[src/hw/rtl/assert_macros.svh]
// Assertion macros for the run embedder RTL
`ifndef ASSERT_MACROS_SVH
`define ASSERT_MACROS_SVH

// Plain property, sampled on clk, idle while rst_n is low
`define LARE_ASSERT(lbl, prop, msg) \
    lbl: assert property (@(posedge clk) disable iff (!rst_n) (prop)) else $error(msg);

// Same-cycle implication
`define LARE_ASSERT_IMPL(lbl, ante, cons, msg) \
    lbl: assert property (@(posedge clk) disable iff (!rst_n) (ante) |-> (cons)) else $error(msg);

// Next-cycle implication
`define LARE_ASSERT_NEXT(lbl, ante, cons, msg) \
    lbl: assert property (@(posedge clk) disable iff (!rst_n) (ante) |=> (cons)) else $error(msg);

`endif

[src/hw/rtl/lare_pkg.sv]
// Types, constants and the channel order table for the run embedder
package lare_pkg;

    localparam int NUM_CHAN   = 3;
    localparam int NUM_ORDERS = 6;
    localparam int RUN_MAX    = 3;
    localparam logic [3:0] MAX_BITS    = 4'd9;
    localparam logic [7:0] KEEP_MASK   = 8'hFC;
    localparam logic [2:0] LAST_SHIFT  = 3'd5;

    typedef enum logic [1:0] {
        CFG_SHIFT_FIRST  = 2'd0,
        CFG_SHIFT_SECOND = 2'd1,
        CFG_SHIFT_THIRD  = 2'd2,
        CFG_ORDER_SEARCH = 2'd3
    } cfg_idx_t;

    typedef struct packed {
        logic [7:0] red;
        logic [7:0] green;
        logic [7:0] blue;
        logic [8:0] msg_window;
        logic [3:0] bits_left;
    } item_t;

    typedef struct packed {
        logic [7:0] new_red;
        logic [7:0] new_green;
        logic [7:0] new_blue;
        logic [3:0] bits_used;
        logic [2:0] order_code;
    } result_t;

    typedef struct packed {
        logic [2:0] first;
        logic [2:0] second;
        logic [2:0] third;
    } shift_t;

    typedef logic [NUM_CHAN-1:0][7:0] chans_t;
    typedef logic [NUM_CHAN-1:0][1:0] counts_t;

    // Channel visited at place j of order code (RGB, RBG, GRB, GBR, BRG, BGR)
    function automatic logic [1:0] perm_chan(input logic [2:0] code, input logic [1:0] j);
        logic [5:0] row;
        begin
            unique case (code)
                3'd0:    row = {2'd2, 2'd1, 2'd0};
                3'd1:    row = {2'd1, 2'd2, 2'd0};
                3'd2:    row = {2'd2, 2'd0, 2'd1};
                3'd3:    row = {2'd0, 2'd2, 2'd1};
                3'd4:    row = {2'd1, 2'd0, 2'd2};
                3'd5:    row = {2'd0, 2'd1, 2'd2};
                default: row = {2'd2, 2'd1, 2'd0};
            endcase
            unique case (j)
                2'd0:    perm_chan = row[1:0];
                2'd1:    perm_chan = row[3:2];
                default: perm_chan = row[5:4];
            endcase
        end
    endfunction

    // Bit sh of the upper six bits; positions above five read as zero
    function automatic logic chan_bit(input logic [7:0] chan, input logic [2:0] sh);
        begin
            if (sh <= LAST_SHIFT)
                chan_bit = chan[3'd2 + sh];
            else
                chan_bit = 1'b0;
        end
    endfunction

endpackage

[src/hw/rtl/lare_run_count.sv]
// Run counts of the three channels for one channel order
module lare_run_count (
    input  lare_pkg::chans_t  chans,
    input  logic [8:0]        win,
    input  logic [3:0]        avail,
    input  lare_pkg::shift_t  sh,
    output lare_pkg::counts_t cnt,
    output logic [3:0]        total
);
    import lare_pkg::*;

    logic [3:0] pos;
    logic [8:0] w;
    logic [3:0] left;
    logic [1:0] n;
    logic       go;
    logic [2:0] shk;

    always_comb
    begin
        pos = 4'd0;
        cnt = '0;
        w = '0;
        left = '0;
        n = '0;
        go = 1'b0;
        shk = '0;
        for (int j = 0; j < NUM_CHAN; j++)
        begin
            w    = win >> pos;
            left = (avail > pos) ? (avail - pos) : 4'd0;
            n    = 2'd0;
            go   = 1'b1;
            for (int k = 0; k < RUN_MAX; k++)
            begin
                unique case (k)
                    0:       shk = sh.first;
                    1:       shk = sh.second;
                    default: shk = sh.third;
                endcase
                if (go && (4'(k) < left) && (w[k] == chan_bit(chans[j], shk)))
                    n = n + 2'd1;
                else
                    go = 1'b0;
            end
            cnt[j] = n;
            pos    = pos + {2'b00, n};
        end
        total = pos;
    end

endmodule

[src/hw/rtl/lare_select.sv]
// Picks the first channel order with the largest total, or order 0 when order_search is low
module lare_select (
    input  logic [lare_pkg::NUM_ORDERS-1:0][3:0]    totals,
    input  lare_pkg::counts_t [lare_pkg::NUM_ORDERS-1:0] cnts,
    input  logic                                    order_search,
    output logic [2:0]                              best_code,
    output logic [3:0]                              best_total,
    output lare_pkg::counts_t                       best_cnt
);
    import lare_pkg::*;

    always_comb
    begin
        best_code  = 3'd0;
        best_total = totals[0];
        best_cnt   = cnts[0];
        // strict compare keeps the lowest code on a tie
        for (int c = 1; c < NUM_ORDERS; c++)
        begin
            if (order_search && (totals[c] > best_total))
            begin
                best_code  = 3'(c);
                best_total = totals[c];
                best_cnt   = cnts[c];
            end
        end
    end

endmodule

[src/hw/rtl/lookahead_lsb_run_embed.sv]
// A taken pixel passes through the input register and then the result register,
// which drives the result strobe and the result.
// Throughput: one pixel per cycle; busy stays low, so start may be held high.
// One input register and one result register; the order search sits between them.
// Reset (rst_n low, asynchronous) drops both valid flags and restores the shift
// registers to 0, 1, 2 and fixed RGB order; the receiver cannot stall results.
module lookahead_lsb_run_embed (
    input  logic              clk,
    input  logic              rst_n,
    input  logic              start,
    output logic              busy,
    input  lare_pkg::item_t   item,
    output logic              result_valid,
    output lare_pkg::result_t result,
    input  logic              cfg_valid,
    output logic              cfg_ready,
    input  logic [1:0]        cfg_index,
    input  logic [2:0]        cfg_data
);
    import lare_pkg::*;

    `include "assert_macros.svh"

    shift_t  shift_reg, shift_next;
    logic    search_reg, search_next;
    logic    in_vld_reg;
    item_t   item_reg;
    logic    res_vld_reg;
    result_t res_reg, res_next;

    chans_t                           chans;
    logic [3:0]                       avail;
    chans_t  [NUM_ORDERS-1:0]         perm_chans;
    counts_t [NUM_ORDERS-1:0]         cnts;
    logic    [NUM_ORDERS-1:0][3:0]    totals;
    logic [2:0]                       best_code;
    logic [3:0]                       best_total;
    counts_t                          best_cnt;
    chans_t                           new_chans;
    logic [3:0]                       used_chk;

    assign busy      = 1'b0;
    assign cfg_ready = 1'b1;

    // configuration
    always_comb
    begin
        shift_next  = shift_reg;
        search_next = search_reg;
        if (cfg_valid && cfg_ready)
        begin
            unique case (cfg_idx_t'(cfg_index))
                CFG_SHIFT_FIRST:  shift_next.first  = cfg_data;
                CFG_SHIFT_SECOND: shift_next.second = cfg_data;
                CFG_SHIFT_THIRD:  shift_next.third  = cfg_data;
                CFG_ORDER_SEARCH: search_next       = cfg_data[0];
            endcase
        end
    end

    always_ff @(posedge clk or negedge rst_n)
    begin
        if (!rst_n)
        begin
            shift_reg   <= '{first: 3'd0, second: 3'd1, third: 3'd2};
            search_reg  <= 1'b0;
            in_vld_reg  <= 1'b0;
            res_vld_reg <= 1'b0;
        end
        else
        begin
            shift_reg   <= shift_next;
            search_reg  <= search_next;
            in_vld_reg  <= start && !busy;
            res_vld_reg <= in_vld_reg;
        end
    end

    always_ff @(posedge clk)
    begin
        if (start && !busy)
            item_reg <= item;
        if (in_vld_reg)
            res_reg <= res_next;
    end

    // evaluation of all six orders
    assign chans = {item_reg.blue, item_reg.green, item_reg.red};
    assign avail = (item_reg.bits_left > MAX_BITS) ? MAX_BITS : item_reg.bits_left;

    always_comb
    begin
        for (int c = 0; c < NUM_ORDERS; c++)
            for (int j = 0; j < NUM_CHAN; j++)
                perm_chans[c][j] = chans[perm_chan(3'(c), 2'(j))];
    end

    for (genvar g = 0; g < NUM_ORDERS; g++)
    begin : g_order
        lare_run_count u_run (
            .chans (perm_chans[g]),
            .win   (item_reg.msg_window),
            .avail (avail),
            .sh    (shift_reg),
            .cnt   (cnts[g]),
            .total (totals[g])
        );
    end

    lare_select u_select (
        .totals       (totals),
        .cnts         (cnts),
        .order_search (search_reg),
        .best_code    (best_code),
        .best_total   (best_total),
        .best_cnt     (best_cnt)
    );

    always_comb
    begin
        new_chans = chans;
        for (int j = 0; j < NUM_CHAN; j++)
            new_chans[perm_chan(best_code, 2'(j))] =
                (chans[perm_chan(best_code, 2'(j))] & KEEP_MASK) | {6'd0, best_cnt[j]};
        res_next.new_red    = new_chans[0];
        res_next.new_green  = new_chans[1];
        res_next.new_blue   = new_chans[2];
        res_next.bits_used  = best_total;
        res_next.order_code = best_code;
    end

    assign result_valid = res_vld_reg;
    assign result       = res_reg;

    assign used_chk = {2'b00, res_reg.new_red[1:0]} + {2'b00, res_reg.new_green[1:0]}
                    + {2'b00, res_reg.new_blue[1:0]};

    `LARE_ASSERT_NEXT(a_result_follows, in_vld_reg, res_vld_reg, "accepted pixel gave no result")
    `LARE_ASSERT_IMPL(a_used_sum, res_vld_reg, used_chk == res_reg.bits_used, "bits_used mismatch")
    `LARE_ASSERT_IMPL(a_code_range, res_vld_reg, res_reg.order_code < 3'd6, "order code out of range")
    `LARE_ASSERT_IMPL(a_fixed_order, res_vld_reg && !search_reg, res_reg.order_code == 3'd0,
                      "order changed in fixed mode")
    `LARE_ASSERT(a_used_max, !res_vld_reg || (res_reg.bits_used <= MAX_BITS), "bits_used above nine")

endmodule
[config.mk]
export PLATFORM = sky130hd
export DESIGN_NAME = lookahead_lsb_run_embed
export DESIGN_NICKNAME = d
export VERILOG_FILES = /design/src/hw/rtl/lare_pkg.sv /design/src/hw/rtl/lare_run_count.sv /design/src/hw/rtl/lare_select.sv /design/src/hw/rtl/lookahead_lsb_run_embed.sv
export VERILOG_INCLUDE_DIRS = /design/src /design/src/hw/rtl
export SDC_FILE = /design/constraint.sdc
export NUM_CORES = 1
export LEC_CHECK = 0
export BUFFER_PORTS_ARGS = -buffer_cell sky130_fd_sc_hd__buf_2
export CAP_MARGIN = 20
export CORE_UTILIZATION = 40
export DETAILED_ROUTE_END_ITERATION = 7
export PLACE_DENSITY = 0.67
export RECOVER_POWER = 50
export SYNTH_ARGS = -nofsm -noshare
export SYNTH_HDL_FRONTEND = slang
export SYNTH_SLANG_ARGS = --single-unit
[constraint.sdc]
create_clock -name clk -period 17.4 [get_ports clk]
set_clock_uncertainty 0.2 [all_clocks]
set_input_delay 0.87 -clock clk [delete_from_list [all_inputs] [get_ports clk]]
set_output_delay 0.87 -clock clk [all_outputs]
set_load 0.05 [all_outputs]
# After elaboration in Yosys (flattened, before gate mapping)
# Cells that the tools add are included.
dict set report op_classes {
  eq_ne 53
  n_addsub 54
  n_shift 9
  mux 144
  reduce_logical 88
  bitwise 3
  order_cmp 58
}
# cell count
set ops {}
lappend ops {{1-bit logical AND} 83}
lappend ops {{1-bit by 4-bit < comparator with 1-bit output (first input constant)} 20}
lappend ops {{24-bit bitwise mux} 3}
lappend ops {{1-bit two-way mux} 64}
lappend ops {{2-bit two-way mux} 32}
lappend ops {{4-bit two-way mux} 16}
lappend ops {{9-bit by 4-bit right shift with 3-bit output} 6}
lappend ops {{8-bit binary-select mux with 2-bit select} 3}
lappend ops {{8-bit demux with 2-bit select} 3}
lappend ops {{8-bit two-way mux} 6}
lappend ops {{1-bit equality test} 45}
lappend ops {{4-bit greater-than comparator} 11}
lappend ops {{2-bit by 4-bit < comparator with 1-bit output (first input constant)} 10}
lappend ops {{2-bit by 1-bit adder with 2-bit output (second input constant)} 17}
lappend ops {{6-bit two-way mux} 5}
lappend ops {{6-bit one-hot mux with 5 select lines} 1}
lappend ops {{1-bit binary-select mux with 3-bit select} 9}
lappend ops {{9-bit by 2-bit right shift with 3-bit output} 3}
lappend ops {{1-bit by 1-bit adder with 2-bit output (second input constant)} 13}
lappend ops {{4-bit by 2-bit adder with 4-bit output} 6}
lappend ops {{8-bit by 2-bit OR with 8-bit output} 3}
lappend ops {{4-bit subtractor} 6}
lappend ops {{2-bit by 2-bit adder with 3-bit output} 6}
lappend ops {{4-bit by 2-bit greater-than comparator with 1-bit output} 3}
lappend ops {{other kinds (16)} 35}
dict set report word_totals {
  reg_bits 80
  word_cells 425
  out_inout_bits 34
}

# Logic depth before layout (Yosys ltp)
dict set report depth {
  word_depth 61
  mapped_depth 85
  depth_no_buf 83
}

# By module
# A second synthesis with hierarchy kept.
dict set report unflattened {
  cells_unflattened 1862
  hier_area_um2 16881.2
}
# module cells_per_inst seq_area_each_um2 instances area_each_um2
set modules_own_cells {}
lappend modules_own_cells {{lare_run_count (g_order[0].u_run ...)} 264 0.0 3 2185.8}
lappend modules_own_cells {{lare_run_count (g_order[3].u_run ...)} 231 0.0 3 1979.4}
lappend modules_own_cells {lookahead_lsb_run_embed 152 2344.7 1 2826.5}
lappend modules_own_cells {lare_select 225 0.0 1 1559.0}

# Least setup slack after synthesis
# OpenSTA, ideal clock, no wires.
dict set report synth_path {
  kind {reg-to-reg}
  start {reg shift_reg[7] (netlist name)}
  end {reg res_reg (netlist bit result[7]) (data pin)}
  stages_incl_launch_ff 78
  t_arrival_ps 16021
  slack_ps 920
  path_buffers 3
  required_ps 16941
  path_cell_list {dfrtp_1 clkbuf_1 inv_1 ha_1 mux2i_1 nor2_1 xnor2_1 nor2b_1 ha_1 nor2_1 nand4_1 o211a_2 inv_2 ha_1 inv_1 fa_1 a211o_1 a221o_1 [42 not listed] ha_1 inv_1 o21ai_0 nand2b_1 a21o_1 nand2_1 or3_1 or4_1 and3_1 buf_2 mux2i_1 ha_1 nor2b_1 o21a_1 o21a_1 o211ai_1 nand4_1 o31a_1}
}
# item line_no
set synth_lines {}
lappend synth_lines {{from (decl)} lookahead_lsb_run_embed.sv:24} ;# shift_t shift_reg, shift_next;
lappend synth_lines {{from (signal assigned)} lookahead_lsb_run_embed.sv:65} ;# shift_reg <= '{first: 3'd0, second: 3'd1, third: 3'd2};
lappend synth_lines {{from (signal assigned)} lookahead_lsb_run_embed.sv:72} ;# shift_reg <= shift_next;
lappend synth_lines {{to (signal assigned)} lookahead_lsb_run_embed.sv:84} ;# res_reg <= res_next;
lappend synth_lines {{to (decl)} lookahead_lsb_run_embed.sv:29} ;# result_t res_reg, res_next;

==> impl_metrics.ini <==
[logic_synthesis]
async_reset_ff_share_pct = 15.0
synth_flop_cell = edfxtp_1
syn-mean-instance-area_sq_um = 10.0
synth_nets = 1124
synth_cell_type_count = 84
ys_ff_latch = 80
syn-instance-count = 963
synth.most_common_cell = ha_1
yosysTopAreaCell = edfxtp_1
synth_area_leaders = edfxtp_1 21%, ha_1 12%, mux4_2 11%
synth_top_cell_area_share_pct = 21.2
yosys_warnings = 0
synth.yosys.seq_area_share_pct = 24.3
netlist_area_sq_mm = 0.00964
yosys-top-cells-count = 94 x ha_1, 73 x inv_1, 68 x edfxtp_1, 55 x nand2_1, 55 x nor2_1
synth_edf_count = 68

[clocking]
ctsHoldBuffers = 0
clk-insertion-delay-late_ns = 0.35
clock_path_buffers = 2
clock-sinks = 80
ctsRootBufferMaster = clkbuf_16
clk_pin_slew_ns = 0.07
cts_inserted_buffers = 9
htree_levels = 3
cts_tree = yes

[floorplanning]
die_width_um = 157
io_pins = 80
row_count = 56
die_area_sq_mm = 0.0247
initial_core_util_pct = 40.9
core-area_sq_mm = 0.0235
dieHeight_um = 157

[layout]
antenna_cells = 0
final_layout_size_suffix_gt1_share_pct = 24.5
finalNonFillerCells = 1361
n_fill_cell = 2204
syn_to_final_growth_pct = 14.4
nets = 1198
largest_reg_flops = 31

[critical_path]
reg2reg_depth = 72
critPathKind = flip-flop to flip-flop
crit_path_start_kind = flip-flop
cp-end-kind = flip-flop
cpMaxStageDelayCell = or4b_1
crit_family = simple AND/OR/NAND/NOR gates
arrival_ns = 16.59
path_max_fanout = 8
crit_top_cell = ha_1
max_stage_delay_ns = 0.56
reg2reg_to = result[7]
cp_num_buf_inv = 7
cp.required_ns = 17.30
reg2reg_slack_ns = 0.71
rr_startpoint = shift_reg[7]

[routing]
firstDrtPassIters = 5
drt_wl_total_um = 26100
vias_per_cell = 5.88
drc = 0
post_drt_wl_per_cell_um = 19.2
via_count = 8004
drt_iter0_markers = 478
antenna_left = 0

[place]
gp_congestion = 0.880
pre_cts_ws_ns = -0.139
port-buffer-count = 77
hpwl_um = 19600
placed_cells = 1323

[sta]
worst_slew_pin_slew_ns = 2.11
fin_crit_ns = 16.69
final.setup.worst_slack_ns = 0.712
hold_violations = 0
setup_viol = 0
relSlewSlack_pct = -40.4
finalCritPeriodShare_pct = 95.9
tns_ns = 0
finalMaxSlewViolations = 39
fmax_mhz = 59.9

[global_routing]
grt_max_degree = 39
grt_pass1_vias = 7613
grt_overflow_total = 0
antenna_found_initial = 0
grt_first_pass_wirelength_um = 40800
grt.total_usage_pct = 21.3

[min_path]
hold_path_class = flip-flop to flip-flop
hold-path-cell-count = 0
min_from = chans[14]
holdPathEnd = result[21]

[status]
run_status = complete, but fails checks
violations = capacitance limit, slew limit

[flow_run]
drv_cap = 1
## how the worst max path moves through the flow
| stage | from | endpoint | slack (ns) | cells past startpoint |
|---|---|---|---|---|
| after floorplan | shift_reg[7] | result[7] | 0.92 | 77 |
| after global placement | shift_reg[3] | result[7] | 0.22 | 77 |
| after detailed placement | shift_reg[4] | result[7] | -0.14 | 77 |
| after CTS | shift_reg[6] | result[7] | 0.003 | 74 |
| after global routing | shift_reg[7] | result[7] | -0.19 | 77 |
| final | shift_reg[7] | result[7] | 0.71 | 72 |
## routing by layer
| layer | up-vias | global-route usage [%] | routed length [um] | share of wire, % |
|---|---|---|---|---|
| met5 | - | 0 | 0 | 0 |
| met4 | 0 | 6.10 | 633 | 2.4 |
| met3 | 57 | 3.66 | 1770 | 6.8 |
| met2 | 333 | 35.2 | 12200 | 47 |
| met1 | 3878 | 28.6 | 11400 | 44 |
| li1 | 3736 | - | - | - |
## logic make-up after synthesis
kind of cell / count (synthesis) / synth area share [%]
muxes: 116 / 18.5
xor gates and xnor gates: 68 / 6.26
AOI/OAI and AO/OA: 203 / 15.7
and+or+nand+nor: 242 / 12.9
adders and majority gates: 115 / 16.6
DFF: 80 / 24.3
other: 2 / 0.0779
buffers and inverters: 137 / 5.74
## through the flow
stage / instance area [sq um] / hold WS, ns / utilization, %
3_3_place_gp: 10300 / 0.296 / 43.9
2_1_floorplan: 9640 / 0.326 / -
4_1_cts: 10700 / 0.197 / 45.3
3_5_place_dp: 10300 / 0.297 / 43.9
5_1_grt: 11000 / 0.337 / 46.8
6_report: 11000 / 0.313 / 46.8
## layout make-up
class                           instances  area (sq um)  share of cell area, %
Timing Repair Buffer                  125           739                   6.71
Tap cell                              319           399                   3.62
Inverter                               75           284                   2.58
Clock buffer                            9           225                   2.04
Multi-Input combinational cell        746          6950                   63.0
Sequential cell                        80          2350                   21.3
Clock inverter                          7          85.1                  0.772
## timing repair
action	in CTS	in global routing
resized for setup	4	44
setup buffers	0	22
pin swaps	0	11
endpoints found under the setup margin	8	13
cloned	0	0
hold endpoints to repair	0	0
## cell usage in the layout (no fill, tap or decap), types with 7 or more instances in the layout
cell type and count:
a211oi_1 10, a21o_1 15, a21oi_1 39, a31oi_1 14, and2_1 9, and3_1 7, buf_2 72, buf_4 46
clkbuf_16 9, dfrtp_1 8, edfxtp_1 68, fa_1 18, ha_1 91, inv_1 72, mux2_2 14, mux2i_1 51
mux4_2 45, nand2_1 54, nand2b_1 10, nand3_1 23, nor2_1 53, nor2b_1 19, nor3_1 18, o2111ai_1 12
o211a_1 7, o21a_1 10, o21ai_0 20, xnor2_1 36, xor2_1 28
Power is left out: the tool's default activity adds up to more than one toggle a clock period on the data nets, which glitch-free logic cannot reach.
